## src/rtl/tbtg_pkg.sv

```systemverilog
// ----------------------------------------------------------------------------
// Thought budget token gate package
// Shared types, register map, stop codes and window match helpers.
// ----------------------------------------------------------------------------
package tbtg_pkg;

	localparam int WindowDepth = 4;
	localparam int TokenBits   = 16;
	localparam int SlotBits    = 16;
	localparam int LenBits     = 3;
	localparam int CountBits   = 16;
	localparam int CfgBits     = 64;
	localparam int AddrBits    = 6;

	typedef logic [TokenBits-1:0]                  token_t;
	typedef logic [WindowDepth-1:0][TokenBits-1:0] window_t;
	typedef logic [LenBits-1:0]                    len_t;
	typedef logic [CountBits-1:0]                  count_t;
	typedef logic [CfgBits-1:0]                    cfg_word_t;

	localparam count_t DefaultTokenLimit = count_t'(64);
	localparam count_t CountMax          = '1;

	typedef enum logic [1:0] {
		STOP_RUN   = 2'd0,
		STOP_END   = 2'd1,
		STOP_LIMIT = 2'd2
	} stop_code_t;

	typedef enum logic [2:0] {
		REG_THOUGHT_BUDGET = 3'd0,
		REG_OPEN_LENGTH    = 3'd1,
		REG_OPEN_TOKENS    = 3'd2,
		REG_CLOSE_LENGTH   = 3'd3,
		REG_CLOSE_TOKENS   = 3'd4,
		REG_END_COUNT      = 3'd5,
		REG_END_TOKENS     = 3'd6,
		REG_TOKEN_LIMIT    = 3'd7
	} reg_idx_t;

	// Lengths above the window depth behave as the window depth.
	function automatic len_t clamp_len(len_t n);
		return (n > len_t'(WindowDepth)) ? len_t'(WindowDepth) : n;
	endfunction

	// One token slot out of a packed sequence register.
	function automatic token_t get_slot(cfg_word_t seq, logic [1:0] idx);
		return seq[idx*SlotBits +: TokenBits];
	endfunction

	// The len newest window entries, newest first, equal the sequence read backwards.
	function automatic logic tail_match(window_t win, len_t fill, cfg_word_t seq, len_t len);
		logic       ok;
		logic [1:0] idx;
		ok = (fill >= len);
		for (int k = 0; k < WindowDepth; k++) begin
			idx = 2'(len - len_t'(k) - len_t'(1));
			if ((len_t'(k) < len) && (win[k] != get_slot(seq, idx))) begin
				ok = 1'b0;
			end
		end
		return ok;
	endfunction

endpackage

```

## src/rtl/thought_budget_token_gate_core.sv

```systemverilog
// ----------------------------------------------------------------------------
// Thought budget token gate
// Decode loop token gate with thought tracking, forced close and stop logic.
// ----------------------------------------------------------------------------
// Each item is one step of a decode loop and yields exactly one result item.
// The block passes the sampled token through, or, while a forced close is in
// progress, emits the next token of the close sequence instead. When thought
// tracking is enabled (nonzero budget, open length and close length) it keeps
// the four newest tokens and matches their tail against the open and close
// sequences, counts tokens inside a thought and arms the forced close once the
// count reaches the budget. Generation stops on an end token or once
// token_limit tokens have been emitted; after that every item returns a
// stopped result with no token until reset. The block takes one item per
// clock while the result channel is not stalled: an item waits in the input
// register, where the whole step is computed against the state registers,
// and its result lands in the output register when the step retires.
// A stalled result holds the step in the input register and stalls the
// input channel. The recurrence through the state registers sets that rate.
// Registers are written through the APB port at byte address 8*i and may
// only be written while no item is in flight.
module thought_budget_token_gate_core (
	input  logic        clk,
	input  logic        arst_n,
	// Input item channel
	input  logic        in_valid,
	output logic        in_stall,
	input  logic [15:0] sampled_token,
	// Result item channel
	output logic        out_valid,
	input  logic        out_stall,
	output logic [15:0] out_token,
	output logic        token_valid,
	output logic        was_forced,
	output logic        stopped,
	output logic [1:0]  stop_code,
	output logic        sample_next,
	output logic        in_thought_now,
	// Configuration port
	input  logic        psel,
	input  logic        penable,
	input  logic        pwrite,
	input  logic [tbtg_pkg::AddrBits-1:0] paddr,
	input  logic [63:0] pwdata,
	output logic [63:0] prdata,
	output logic        pready
);

	// Configuration registers.
	tbtg_pkg::count_t    thought_budget_q;
	tbtg_pkg::len_t      open_length_q;
	tbtg_pkg::cfg_word_t open_tokens_q;
	tbtg_pkg::len_t      close_length_q;
	tbtg_pkg::cfg_word_t close_tokens_q;
	tbtg_pkg::len_t      end_count_q;
	tbtg_pkg::cfg_word_t end_tokens_q;
	tbtg_pkg::count_t    token_limit_q;

	// Step state.
	tbtg_pkg::window_t    window_q;
	tbtg_pkg::len_t       fill_q;
	logic                 thought_q;
	tbtg_pkg::count_t     thought_cnt_q;
	logic                 force_q;
	tbtg_pkg::len_t       force_pos_q;
	tbtg_pkg::count_t     emitted_q;
	logic                 halt_q;
	tbtg_pkg::stop_code_t halt_code_q;

	// Input register stage.
	logic                valid_s1;
	tbtg_pkg::token_t    token_s1;

	// Next-state and result values of the step held in the input register.
	tbtg_pkg::window_t    window_n;
	tbtg_pkg::len_t       fill_n;
	logic                 thought_n;
	tbtg_pkg::count_t     thought_cnt_n;
	logic                 force_n;
	tbtg_pkg::len_t       force_pos_n;
	tbtg_pkg::count_t     emitted_n;
	logic                 halt_n;
	tbtg_pkg::stop_code_t halt_code_n;
	tbtg_pkg::token_t     tok;
	logic                 tok_valid;
	logic                 forced;
	logic                 end_hit;
	tbtg_pkg::len_t       olen;
	logic                 tracking;
	tbtg_pkg::len_t       clen;
	tbtg_pkg::len_t       elen;

	logic in_accept;
	logic advance;
	logic cfg_write;
	tbtg_pkg::reg_idx_t reg_idx;

	// ------------------------------------------------------------------------
	// Handshake. The step in the input register retires whenever the output
	// register is empty or being drained, so input and output overlap fully.
	// ------------------------------------------------------------------------
	assign advance   = valid_s1 && (!out_valid || !out_stall);
	assign in_stall  = valid_s1 && !advance;
	assign in_accept = in_valid && !in_stall;

	always_ff @(posedge clk or negedge arst_n) begin
		if (!arst_n) begin
			valid_s1 <= 1'b0;
		end else if (in_accept) begin
			valid_s1 <= 1'b1;
		end else if (advance) begin
			valid_s1 <= 1'b0;
		end
	end

	always_ff @(posedge clk) begin
		if (in_accept) begin
			token_s1 <= sampled_token;
		end
	end

	// ------------------------------------------------------------------------
	// Configuration port. Only paddr[5:3] selects a register.
	// ------------------------------------------------------------------------
	assign pready    = 1'b1;
	assign reg_idx   = tbtg_pkg::reg_idx_t'(paddr[5:3]);
	assign cfg_write = psel && penable && pwrite && pready;

	always_ff @(posedge clk or negedge arst_n) begin
		if (!arst_n) begin
			thought_budget_q <= '0;
			open_length_q    <= '0;
			open_tokens_q    <= '0;
			close_length_q   <= '0;
			close_tokens_q   <= '0;
			end_count_q      <= '0;
			end_tokens_q     <= '0;
			token_limit_q    <= tbtg_pkg::DefaultTokenLimit;
		end else if (cfg_write) begin
			unique case (reg_idx)
				tbtg_pkg::REG_THOUGHT_BUDGET: thought_budget_q <= pwdata[15:0];
				tbtg_pkg::REG_OPEN_LENGTH:    open_length_q    <= pwdata[2:0];
				tbtg_pkg::REG_OPEN_TOKENS:    open_tokens_q    <= pwdata;
				tbtg_pkg::REG_CLOSE_LENGTH:   close_length_q   <= pwdata[2:0];
				tbtg_pkg::REG_CLOSE_TOKENS:   close_tokens_q   <= pwdata;
				tbtg_pkg::REG_END_COUNT:      end_count_q      <= pwdata[2:0];
				tbtg_pkg::REG_END_TOKENS:     end_tokens_q     <= pwdata;
				tbtg_pkg::REG_TOKEN_LIMIT:    token_limit_q    <= pwdata[15:0];
			endcase
		end
	end

	always_comb begin
		unique case (reg_idx)
			tbtg_pkg::REG_THOUGHT_BUDGET: prdata = 64'(thought_budget_q);
			tbtg_pkg::REG_OPEN_LENGTH:    prdata = 64'(open_length_q);
			tbtg_pkg::REG_OPEN_TOKENS:    prdata = open_tokens_q;
			tbtg_pkg::REG_CLOSE_LENGTH:   prdata = 64'(close_length_q);
			tbtg_pkg::REG_CLOSE_TOKENS:   prdata = close_tokens_q;
			tbtg_pkg::REG_END_COUNT:      prdata = 64'(end_count_q);
			tbtg_pkg::REG_END_TOKENS:     prdata = end_tokens_q;
			tbtg_pkg::REG_TOKEN_LIMIT:    prdata = 64'(token_limit_q);
		endcase
	end

	// ------------------------------------------------------------------------
	// One decode step. The limit check comes first, then the token choice
	// (forced close token or sampled token), then window and thought
	// tracking on the new token, and finally the end token and limit stops.
	// ------------------------------------------------------------------------
	always_comb begin
		olen     = tbtg_pkg::clamp_len(open_length_q);
		clen     = tbtg_pkg::clamp_len(close_length_q);
		elen     = tbtg_pkg::clamp_len(end_count_q);
		tracking = (thought_budget_q != '0) && (olen != '0) && (clen != '0);

		window_n      = window_q;
		fill_n        = fill_q;
		thought_n     = thought_q;
		thought_cnt_n = thought_cnt_q;
		force_n       = force_q;
		force_pos_n   = force_pos_q;
		emitted_n     = emitted_q;
		halt_n        = halt_q;
		halt_code_n   = halt_code_q;
		tok           = '0;
		tok_valid     = 1'b0;
		forced        = 1'b0;
		end_hit       = 1'b0;

		// The limit may already be met when the step starts, for example
		// after a lower limit was written.
		if (!halt_q && (emitted_q >= token_limit_q)) begin
			halt_n      = 1'b1;
			halt_code_n = tbtg_pkg::STOP_LIMIT;
		end

		if (!halt_n) begin
			// A close sequence that was shortened under a running force ends it.
			if (tracking && force_n && (force_pos_n >= clen)) begin
				force_n     = 1'b0;
				force_pos_n = '0;
			end
			if (tracking && force_n) begin
				tok         = tbtg_pkg::get_slot(close_tokens_q, force_pos_n[1:0]);
				force_pos_n = force_pos_n + tbtg_pkg::len_t'(1);
				if (force_pos_n >= clen) begin
					force_n     = 1'b0;
					force_pos_n = '0;
				end
				forced = 1'b1;
			end else begin
				tok = token_s1;
			end
			tok_valid = 1'b1;
			if (emitted_q != tbtg_pkg::CountMax) begin
				emitted_n = emitted_q + tbtg_pkg::count_t'(1);
			end

			if (tracking) begin
				window_n = {window_q[tbtg_pkg::WindowDepth-2:0], tok};
				if (fill_q < tbtg_pkg::len_t'(tbtg_pkg::WindowDepth)) begin
					fill_n = fill_q + tbtg_pkg::len_t'(1);
				end
				// An open match wins over a close match.
				if (tbtg_pkg::tail_match(window_n, fill_n, open_tokens_q, olen)) begin
					thought_n     = 1'b1;
					thought_cnt_n = '0;
				end else if (tbtg_pkg::tail_match(window_n, fill_n, close_tokens_q, clen)) begin
					thought_n = 1'b0;
				end else if (thought_n && (thought_cnt_n != tbtg_pkg::CountMax)) begin
					thought_cnt_n = thought_cnt_n + tbtg_pkg::count_t'(1);
				end
				if (thought_n && !force_n && (thought_cnt_n >= thought_budget_q)) begin
					force_n     = 1'b1;
					force_pos_n = '0;
				end
			end

			for (int k = 0; k < tbtg_pkg::WindowDepth; k++) begin
				if ((tbtg_pkg::len_t'(k) < elen) &&
				    (tbtg_pkg::get_slot(end_tokens_q, 2'(k)) == tok)) begin
					end_hit = 1'b1;
				end
			end
			if (end_hit) begin
				halt_n      = 1'b1;
				halt_code_n = tbtg_pkg::STOP_END;
			end else if (emitted_n >= token_limit_q) begin
				halt_n      = 1'b1;
				halt_code_n = tbtg_pkg::STOP_LIMIT;
			end
		end
	end

	// State commits when the step retires into the output register.
	always_ff @(posedge clk or negedge arst_n) begin
		if (!arst_n) begin
			window_q      <= '0;
			fill_q        <= '0;
			thought_q     <= 1'b0;
			thought_cnt_q <= '0;
			force_q       <= 1'b0;
			force_pos_q   <= '0;
			emitted_q     <= '0;
			halt_q        <= 1'b0;
			halt_code_q   <= tbtg_pkg::STOP_RUN;
		end else if (advance) begin
			window_q      <= window_n;
			fill_q        <= fill_n;
			thought_q     <= thought_n;
			thought_cnt_q <= thought_cnt_n;
			force_q       <= force_n;
			force_pos_q   <= force_pos_n;
			emitted_q     <= emitted_n;
			halt_q        <= halt_n;
			halt_code_q   <= halt_code_n;
		end
	end

	// ------------------------------------------------------------------------
	// Output register.
	// ------------------------------------------------------------------------
	always_ff @(posedge clk or negedge arst_n) begin
		if (!arst_n) begin
			out_valid <= 1'b0;
		end else if (advance) begin
			out_valid <= 1'b1;
		end else if (!out_stall) begin
			out_valid <= 1'b0;
		end
	end

	always_ff @(posedge clk) begin
		if (advance) begin
			out_token      <= tok;
			token_valid    <= tok_valid;
			was_forced     <= forced;
			stopped        <= halt_n;
			stop_code      <= halt_n ? halt_code_n : tbtg_pkg::STOP_RUN;
			sample_next    <= !halt_n && !(tracking && force_n);
			in_thought_now <= thought_n;
		end
	end

	// ------------------------------------------------------------------------
	// Assertions
	// ------------------------------------------------------------------------

	// Once stopped, the block stays stopped until reset.
	assert property (@(posedge clk) disable iff (!arst_n) halt_q |=> halt_q)
		else $error("stop condition was left without reset");

	// A result without a token must be a stopped result that asks for no sample.
	assert property (@(posedge clk) disable iff (!arst_n)
		(out_valid && !token_valid) |-> (stopped && !sample_next))
		else $error("result without token is not a stopped result");

	// A forced token is always an emitted token.
	assert property (@(posedge clk) disable iff (!arst_n)
		(out_valid && was_forced) |-> token_valid)
		else $error("forced result carries no token");

	// The input side only stalls while the output side holds a result back.
	assert property (@(posedge clk) disable iff (!arst_n)
		in_stall |-> (out_valid && out_stall))
		else $error("input stalled while output could drain");

endmodule

```

## config.mk

```make
export PLATFORM = sky130hd
export DESIGN_NAME = thought_budget_token_gate_core
export DESIGN_NICKNAME = d
export VERILOG_FILES = /design/src/rtl/tbtg_pkg.sv /design/src/rtl/thought_budget_token_gate_core.sv
export SDC_FILE = /design/constraint.sdc
export NUM_CORES = 1
export LEC_CHECK = 0
export CAP_MARGIN = 20
export CELL_PAD_IN_SITES_DETAIL_PLACEMENT = 1
export CELL_PAD_IN_SITES_GLOBAL_PLACEMENT = 1
export CORE_MARGIN = 1
export CORE_UTILIZATION = 40
export CTS_BUF_LIST = sky130_fd_sc_hd__clkbuf_16
export DETAILED_ROUTE_END_ITERATION = 6
export DONT_BUFFER_PORTS = 1
export GPL_TIMING_DRIVEN = 1
export PLACE_DENSITY_LB_ADDON = 0.08
export SYNTH_ARGS = -nofsm -noshare
export SYNTH_HDL_FRONTEND = slang
export SYNTH_SLANG_ARGS = --single-unit
export TNS_END_PERCENT = 1
```

## constraint.sdc

```tcl
create_clock -name clk -period 8 [get_ports clk]
set_clock_uncertainty 0.1 [all_clocks]
set_input_delay 1.6 -clock clk [delete_from_list [all_inputs] [get_ports clk]]
set_output_delay 1.6 -clock clk [all_outputs]
set_load 0.01 [all_outputs]
```

==> reports/metrics.cfg, run 1 <==
[placement]
placed_area_um2 = 26900
post-place-ws_ns = 1.22
dp.cells = 3230
post-dp-hpwl_mm = 93.1
io_buffer_count = 0
place.gp.congestion = 1.02

[routing]
wire_per_inst_um = 36.7
drc = 0
dr.pass1.iters = 5
wl_mm = 122
via_per_inst = 6.62
vias = 21967
drt-initial-drc-count = 2253
ant_nets = 0

[outcome]
status = complete, no violations

[floorplanning]
io_pins = 183
start_util_pct = 40.4
coreArea_um2 = 64500
dieArea_um2 = 66200
die_w_um = 257
fp.dieH_um = 257
rows = 93

[clock_network]
worst_skew_pair.late_latency_ns = 0.62
clock_sinks = 365
cts_resized = 0
cts_root_buf = clkbuf_16
numCtsBuffers = 45
cts_tree = built
ctsLongestPathBuffers = 3
postCtsHoldBufs = 0
cts.reportedPaths.clkPinSlew_ns = 0.06
cts_setup_buffers = 0
h-tree-depth = 2

[final_layout]
synthToLayoutAreaGrowth_pct = 8.78
num-nets-final = 2582
fillers = 7009
final_cell_mix = 325 x dfrtp_1, 276 x mux2_2, 205 x nand2_1, 180 x xnor2_1, 153 x nor2_1
fin_area_um2 = 28300
final_common_cell = dfrtp_1
drive_above_1_share_pct = 23.0
final_core_util_pct = 44.0
final_cells = 3316

[global_route]
grt_pass1_vias = 22222
grt_max_degree = 327
antenna_found_initial = 6
grt_pass1_wl_mm = 173
grt_usage_pct = 36.8
grt_overflow = 0

[logic_synthesis]
synth_area_per_cell_um2 = 10.5
syn_area_um2 = 26100
ys.warnings.count = 0
synthArstFlopShare_pct = 89.3
synth_edf_count = 39
synth_fp_nets = 2650
synthFlopType = dfrtp_1
yosysUniqueCellTypes = 97
synth_seq_cells = 365
synthTopCellsByArea = dfrtp_1 31%, mux2_2 12%, mux4_2 9.7%, xnor2_1 6.0%, edfxtp_1 4.5%
yosysTopAreaCell = dfrtp_1
yosys.area.top_type_share_pct = 31.2
seq_area_frac_synth_pct = 35.8
syn_inst = 2491

[sta]
maxSlewViolCount = 0
setup_tns_ns = 0
setup_violations = 0
hold_ws_ns = 0.400
max_slew_margin_pct = 24.4
tightest_slew_ns = 1.13
worst_slack_ns = 1.14
fin_crit_sh_pct = 85.7
fmax_mhz = 146
hold_violations = 0
fin_crit_ns = 6.86
grt_setup_unrepaired = no

[critical_path]
crit_type = reg2reg
worstPathRequired_ns = 8.27
cp.depth = 22
slowest_delay_ns = 0.92
crit_buf_inv = 0
r2r_setup_slack_ns = 1.14
worstPathCellList = nand2b_1 -> ha_2 -> mux2_2 -> mux2i_1 -> a22oi_1 -> and4_1 -> a31oi_1 -> or4_4 -> o41ai_2 -> a31oi_2 -> and4_4 -> xnor2_1 -> nor2_1 -> ha_1 -> a21o_1 -> a21oi_1 -> nand2_1 -> a31oi_1 -> a21o_1 -> a211oi_1 -> o21ai_2 -> and3_1
critPathMaxFanout = 27
cpMaxStageDelayCell = a31oi_2
r2r_cells = 22
end_kind = flip-flop
critPathArrivalTime_ns = 7.12
path_delay_family = compound AO/OA/AOI/OAI gates
start_kind = flip-flop

[power_and_ir_drop]
powerDensity_nw_per_um2 = 310
vdd_drop_max_uv = 170
leakage_nw = 11.6
total_power_mw = 8.79

[worst_hold_path]
min_path_type = reg2reg
min_path_cells = 1

[flow_run]
cap_violations = 0

-- metal layers --
metal | wire, um | track usage (%) | up-vias | part of all wire (%)
li1 | - | - | 9097 | -
met5 | 0 | 0 | - | 0
met3 | 10400 | 8.35 | 216 | 8.5
met4 | 5450 | 14.8 | 0 | 4.5
met1 | 53600 | 52.2 | 11613 | 44
met2 | 52300 | 54.0 | 1041 | 43
-- final timing paths --
kind | start | endpoint
min in group asynchronous | arst_n | thought_cnt_q[8]$_DFFE_PN0P_
hold / removal | halt_code_q[1]$_DFFE_PN0P_ | halt_code_q[1]$_DFFE_PN0P_
hold reg to reg | halt_code_q[1]$_DFFE_PN0P_ | halt_code_q[1]$_DFFE_PN0P_
max in group asynchronous | arst_n | end_tokens_q[45]$_DFFE_PN0P_
setup / recovery | close_length_q[2]$_DFFE_PN0P_ | sample_next$_DFFE_PP_
setup reg to reg | close_length_q[2]$_DFFE_PN0P_ | sample_next$_DFFE_PP_
-- Yosys cell counts (16+ instances only) --
library cell and instances:
ha_1 66, o21ai_0 73, nand2b_1 23, a211oi_1 17, nor2b_1 17, nand3_1 28, mux4_2 112, a21oi_1 70
a31oi_1 20, nand4_1 46, nand2_1 205, nor2_1 156, clkbuf_1 121, inv_1 91, o21ai_1 18, o22ai_1 30
xor2_1 55, a22oi_1 99, a21o_1 23, mux2i_1 83, buf_2 20, o31ai_1 16, edfxtp_1 39, xnor2_1 180
mux2_2 276, and2_1 17, nor4_1 36, dfrtp_1 325, buf_1 18
-- state kept, by name, summed over array words and instances, names as in the netlist, 48 cells and up --
register,count
close_tokens_q,64
window_q,48
open_tokens_q,64
end_tokens_q,64
-- power breakdown --
group / internal (mW) / switching (mW) / total (mW)
Sequential: 2.30 / 1.12 / 3.42
Clock: 1.14 / 0.912 / 2.05
Combinational: 1.56 / 1.75 / 3.32
-- final cells by class --
cell class	instances	area [um2]	share of cell area (%)
antenna	3	7.51	0.0265
clock buffer	45	1130	3.97
clock inverter	37	327	1.15
inverter	93	352	1.24
multi-input combinational	1854	15600	55.2
sequential	365	9330	32.9
tap	855	1070	3.77
timing repair buffer	64	492	1.73
-- logic make-up after synthesis --
kind of cell | after synthesis | synth area share (%)
compound gates | 474 | 12.6
xor+xnor | 235 | 7.90
fa+ha+maj | 66 | 3.17
buf+inv | 272 | 4.43
flops | 365 | 35.8
mux | 472 | 24.8
other cells | 1 | 0.0144
simple gates | 606 | 11.3
(Power assumes the default switching activity.)
==> run 2: changes to the inputs <==
--- a/config.mk
+++ b/config.mk
@@ -6,15 +6,15 @@
 export NUM_CORES = 1
 export LEC_CHECK = 0
 export CAP_MARGIN = 20
-export CELL_PAD_IN_SITES_DETAIL_PLACEMENT = 1
-export CELL_PAD_IN_SITES_GLOBAL_PLACEMENT = 1
+export CELL_PAD_IN_SITES_DETAIL_PLACEMENT = 2
+export CELL_PAD_IN_SITES_GLOBAL_PLACEMENT = 2
 export CORE_MARGIN = 1
 export CORE_UTILIZATION = 40
 export CTS_BUF_LIST = sky130_fd_sc_hd__clkbuf_16
 export DETAILED_ROUTE_END_ITERATION = 6
 export DONT_BUFFER_PORTS = 1
 export GPL_TIMING_DRIVEN = 1
-export PLACE_DENSITY_LB_ADDON = 0.08
+export PLACE_DENSITY_LB_ADDON = 0.1
 export SYNTH_ARGS = -nofsm -noshare
 export SYNTH_HDL_FRONTEND = slang
 export SYNTH_SLANG_ARGS = --single-unit
==> reports/metrics.cfg, run 2 (same netlist as run 1, synthesis figures left out) <==
[flow_run]
cap_violations = 0

[floorplanning]
rows = 93
start_util_pct = 40.4
die_w_um = 257
dieArea_um2 = 66200
io_pins = 183
coreArea_um2 = 64500
fp.dieH_um = 257

[final_layout]
drive_above_1_share_pct = 23.1
num-nets-final = 2579
multi_input_area_um2 = 15600
synthToLayoutAreaGrowth_pct = 9.13
register_area_um2 = 9330
final_common_cell = dfrtp_1
fillers = 6631
largest_registers = close_tokens_q (64), end_tokens_q (64), open_tokens_q (64)
final_cell_mix = 325 x dfrtp_1, 276 x mux2_2, 204 x nand2_1, 180 x xnor2_1, 153 x nor2_1

[critical_path]
slowest_delay_ns = 0.77
end_kind = flip-flop
r2r_cells = 24
r2r_end = force_pos_q[0]$_DFFE_PN0P_
crit_buf_inv = 2
r2r_setup_slack_ns = 0.90
r2r_start = close_length_q[2]$_DFFE_PN0P_
critPathArrivalTime_ns = 7.46
critPathMaxFanout = 19
startpoint = close_length_q[2]$_DFFE_PN0P_
start_kind = flip-flop
endpoint = force_pos_q[0]$_DFFE_PN0P_
worstPathRequired_ns = 8.36
cp.depth = 24
crit_type = reg2reg
worstPathCellList = nand2b_1 -> ha_2 -> buf_4 -> mux4_2 -> a2bb2oi_1 -> o211ai_1 -> o31a_1 -> or4_4 -> o41ai_2 -> a31oi_2 -> buf_4 -> and4_4 -> xnor2_1 -> nor2_1 -> ha_1 -> a21o_1 -> a21oi_1 -> nand2_1 -> a31oi_1 -> a21o_1 -> a211oi_1 -> o21ai_2 -> o21ai_1 -> a31oi_1
path_delay_family = compound AO/OA/AOI/OAI gates
cpMaxStageDelayCell = ha_2

[power_and_ir_drop]
powerDensity_nw_per_um2 = 318
internal-power_mw = 5.16
total_power_mw = 9.03
vdd_drop_max_uv = 183
combPwrFrac_pct = 38.0
netSwitchingPower_mw = 3.88
leakage_nw = 11.6
pwr-share-seq_pct = 37.8
power_frac_clock_pct = 24.2
power_switching_share_pct = 42.9

[sta]
tightest_slew_ns = 1.19
fmax_mhz = 141
hold_violations = 0
maxSlewViolCount = 0
max_slew_margin_pct = 20.8
setup_violations = 0
grt_setup_unrepaired = no
fin_crit_ns = 7.10
setup_tns_ns = 0
hold_ws_ns = 0.411
fin_crit_sh_pct = 88.8

[global_route]
grt_pass1_vias = 23565
grt_overflow = 0
grt_pass1_wl_mm = 177
grt_usage_pct = 37.5
grt_max_degree = 327
antenna_found_initial = 3

[routing]
drc = 0
wl_mm = 125
ant_nets = 0
via_per_inst = 6.73
dr.pass1.iters = 5
drt-initial-drc-count = 2443
vias = 22275
wire_per_inst_um = 37.8

[placement]
place.gp.congestion = 1.00
io_buffer_count = 0
post-dp-hpwl_mm = 95.9

[outcome]
status = complete, no violations

[clock_network]
ctsLongestPathBuffers = 3
h-tree-depth = 2
cts.reportedPaths.clkPinSlew_ns = 0.06
numCtsBuffers = 46
cts_setup_buffers = 0
cts_resized = 0
worst_skew_pair.late_latency_ns = 0.61
cts_root_buf = clkbuf_16
postCtsHoldBufs = 0
clock_sinks = 365
cts_tree = built

[worst_hold_path]
min_path_type = reg2reg

run 2: through the flow:
step                cells  worst slack (ns)  util, %  area, um2
floorplan            2491              2.03        -      26100
global placement     3226              1.11     41.6      26800
detailed placement   3226             0.965     41.6      26800
CTS                  3307             0.907     44.1      28400
global route         3308             0.568     44.1      28400
finish               3310             0.896     44.1      28400
run 2: layout make-up:
type | count | area share, %
well taps | 855 | 3.76
clock inverters | 35 | 1.46
diodes | 2 | 0.0176
multi-input cells | 1854 | 55.0
flip-flops and latches | 365 | 32.8
inverters | 93 | 1.24
repair buffers | 60 | 1.65
clock buffers | 46 | 4.05
run 2: power by group through the flow:
stage	logic [mW]	clock network, mW	registers (mW)
after floorplan	2.59	0	2.70
after global placement	3.25	0	3.33
after detailed placement	3.36	0	3.38
after CTS	3.40	2.23	3.35
after global routing	3.66	2.28	3.41
final	3.44	2.19	3.41
run 2: how the worst min path moves through the flow:
stage,from,to,cells after the start
2_1_floorplan,valid_s1$_DFFE_PN0P_,out_valid$_DFFE_PN0P_,1
3_3_place_gp,valid_s1$_DFFE_PN0P_,out_valid$_DFFE_PN0P_,1
3_5_place_dp,valid_s1$_DFFE_PN0P_,out_valid$_DFFE_PN0P_,1
4_1_cts,valid_s1$_DFFE_PN0P_,out_valid$_DFFE_PN0P_,1
5_1_grt,halt_code_q[1]$_DFFE_PN0P_,halt_code_q[1]$_DFFE_PN0P_,1
6_report,valid_s1$_DFFE_PN0P_,out_valid$_DFFE_PN0P_,1
run 2: worst reg2reg max path: stages, from the launching register on:
cell	delay, ns
dfrtp_1	0.53
nand2b_1	0.37
ha_2	0.77
buf_4	0.33
mux4_2	0.32
a2bb2oi_1	0.34
o211ai_1	0.14
o31a_1	0.28
or4_4	0.48
o41ai_2	0.36
a31oi_2	0.40
buf_4	0.34
and4_4	0.17
xnor2_1	0.22
nor2_1	0.09
ha_1	0.31
a21o_1	0.13
a21oi_1	0.09
nand2_1	0.11
a31oi_1	0.06
a21o_1	0.17
a211oi_1	0.28
o21ai_2	0.19
o21ai_1	0.26
a31oi_1	0.13
run 2: metal layers:
metal	up-vias	share of wire [%]	GRT usage (%)
met5	-	0	0
met4	0	4.6	16.3
met3	222	8.2	7.13
met2	1045	44	56.9
met1	11917	43	52.1
li1	9091	-	-
==> run 3: changes to the inputs <==
--- a/config.mk
+++ b/config.mk
@@ -10,7 +10,7 @@
 export CELL_PAD_IN_SITES_GLOBAL_PLACEMENT = 2
 export CORE_MARGIN = 1
 export CORE_UTILIZATION = 40
-export CTS_BUF_LIST = sky130_fd_sc_hd__clkbuf_16
+export CTS_BUF_LIST = sky130_fd_sc_hd__clkbuf_8
 export DETAILED_ROUTE_END_ITERATION = 6
 export DONT_BUFFER_PORTS = 1
 export GPL_TIMING_DRIVEN = 1
==> constraint.sdc (replaced) <==
create_clock -name clk -period 9.1 [get_ports clk]
set_clock_uncertainty 0.1 [all_clocks]
set_input_delay 1.82 -clock clk [delete_from_list [all_inputs] [get_ports clk]]
set_output_delay 1.82 -clock clk [all_outputs]
set_load 0.01 [all_outputs]
==> reports/metrics.cfg, run 3 (same netlist as run 1, synthesis figures left out) <==
[critical_path]
crit_type = reg2reg
critPathMaxFanout = 35
slowest_delay_ns = 0.72
path_delay_family = compound AO/OA/AOI/OAI gates
r2r_end = force_pos_q[0]$_DFFE_PN0P_
r2r_start = close_length_q[2]$_DFFE_PN0P_
critPathArrivalTime_ns = 8.36
end_kind = flip-flop
crit_buf_inv = 2
cpMaxStageDelayCell = o21a_1
r2r_cells = 25
worstPathRequired_ns = 9.59
startpoint = close_length_q[2]$_DFFE_PN0P_
start_kind = flip-flop
r2r_setup_slack_ns = 1.23

[power_and_ir_drop]
leakage_nw = 11.6
netSwitchingPower_mw = 3.37
power_frac_clock_pct = 23.1
pwr-share-seq_pct = 38.5
powerDensity_nw_per_um2 = 275
power_switching_share_pct = 43.4
total_power_mw = 7.76
vdd_drop_max_uv = 161
combPwrFrac_pct = 38.4
internal-power_mw = 4.39

[sta]
fin_crit_ns = 7.87
tightest_slew_ns = 1.38
max_slew_margin_pct = 7.77
fmax_mhz = 127
setup_tns_ns = 0
grt_setup_unrepaired = no
worst_slack_ns = 1.23
setup_violations = 0
hold_violations = 0
fin_crit_sh_pct = 86.4
maxSlewViolCount = 0

[routing]
wire_per_inst_um = 36.9
drc = 0
wl_mm = 123
dr.pass1.iters = 6
ant_nets = 0
vias = 22262
via_per_inst = 6.67
drt-initial-drc-count = 2160

[clock_network]
cts_setup_buffers = 0
cts_tree = built
clock_sinks = 365
cts_resized = 0
worst_skew_pair.late_latency_ns = 0.68
ctsLongestPathBuffers = 3
cts_root_buf = clkbuf_8
h-tree-depth = 3
postCtsHoldBufs = 0
cts.reportedPaths.clkPinSlew_ns = 0.06
numCtsBuffers = 73

[final_layout]
largest_registers = close_tokens_q (64), end_tokens_q (64), open_tokens_q (64)
final_common_cell = dfrtp_1
fillers = 6776
drive_above_1_share_pct = 23.5
num-nets-final = 2585
fin_area_um2 = 28200
final_cell_mix = 325 x dfrtp_1, 276 x mux2_2, 204 x nand2_1, 180 x xnor2_1, 153 x nor2_1
final_cells = 3336
synthToLayoutAreaGrowth_pct = 8.38

[floorplanning]
rows = 93
fp.dieH_um = 257
io_pins = 183
coreArea_um2 = 64500
start_util_pct = 40.4
dieArea_um2 = 66200
die_w_um = 257

[global_route]
grt_overflow = 0
grt_usage_pct = 37.1
grt_max_degree = 327
grt_pass1_vias = 23177
antenna_found_initial = 6
grt_pass1_wl_mm = 175

[placement]
post-place-ws_ns = 1.33
place.gp.congestion = 0.989
io_buffer_count = 0
dp.cells = 3204
placed_area_um2 = 26700
post-dp-hpwl_mm = 92.5

[worst_hold_path]
min_path_cells = 1
hold_start = valid_s1$_DFFE_PN0P_
worstHoldEndpoint = out_valid$_DFFE_PN0P_
min_path_type = reg2reg

[outcome]
status = complete, no violations

[flow_run]
cap_violations = 0

==> run 3: cell types whose count changed in the layout (fill, tap and decap cells not counted), sizes merged <==
cell      previous run  this run
diode                2         4
buf                 60        39
bufinv               7         4
clkinvlp             2         1
clkbuf              46        89
clkinv              16        15
inv                103       110
==> run 3: final cells by class <==
type	instances	area [um2]	share of cell area (%)
diodes	4	10.0	0.0354
inverters	93	352	1.24
repair buffers	39	320	1.13
clock buffers	89	1220	4.34
flip-flops and latches	365	9330	33.0
clock inverters	37	288	1.02
well taps	855	1070	3.79
multi-input cells	1854	15600	55.4
==> run 3: layer usage <==
layer	GRT usage, %	part of all wire, %	vias to the layer above
met3	8.15	8.5	255
met1	51.2	43	11841
li1	-	-	9102
met2	55.5	44	1062
met5	0	0.0097	-
met4	16.3	4.8	2
==> run 3: metrics by stage <==
step / util, % / hold WS [ns]
floorplan: - / 0.349
global placement: 41.4 / 0.373
detailed placement: 41.4 / 0.395
CTS: 43.7 / 0.404
global route: 43.8 / 0.445
finish: 43.8 / 0.395
==> run 3: worst max path at each step <==
stage,slack (ns),depth (start not counted),to
final,1.23,25,force_pos_q[0]$_DFFE_PN0P_
after global routing,0.70,25,force_pos_q[0]$_DFFE_PN0P_
after CTS,1.26,25,force_pos_q[0]$_DFFE_PN0P_
after detailed placement,1.33,25,force_pos_q[0]$_DFFE_PN0P_
after global placement,1.53,25,force_pos_q[0]$_DFFE_PN0P_
after floorplan,3.13,29,sample_next$_DFFE_PP_
==> run 3: power by group through the flow <==
stage	Sequential, mW	Clock [mW]	Combinational (mW)
6_report	2.99	1.79	2.98
5_1_grt	2.99	1.89	3.18
4_1_cts	2.93	1.83	2.94
3_5_place_dp	2.96	0	2.92
3_3_place_gp	2.92	0	2.81
2_1_floorplan	2.38	0	2.27
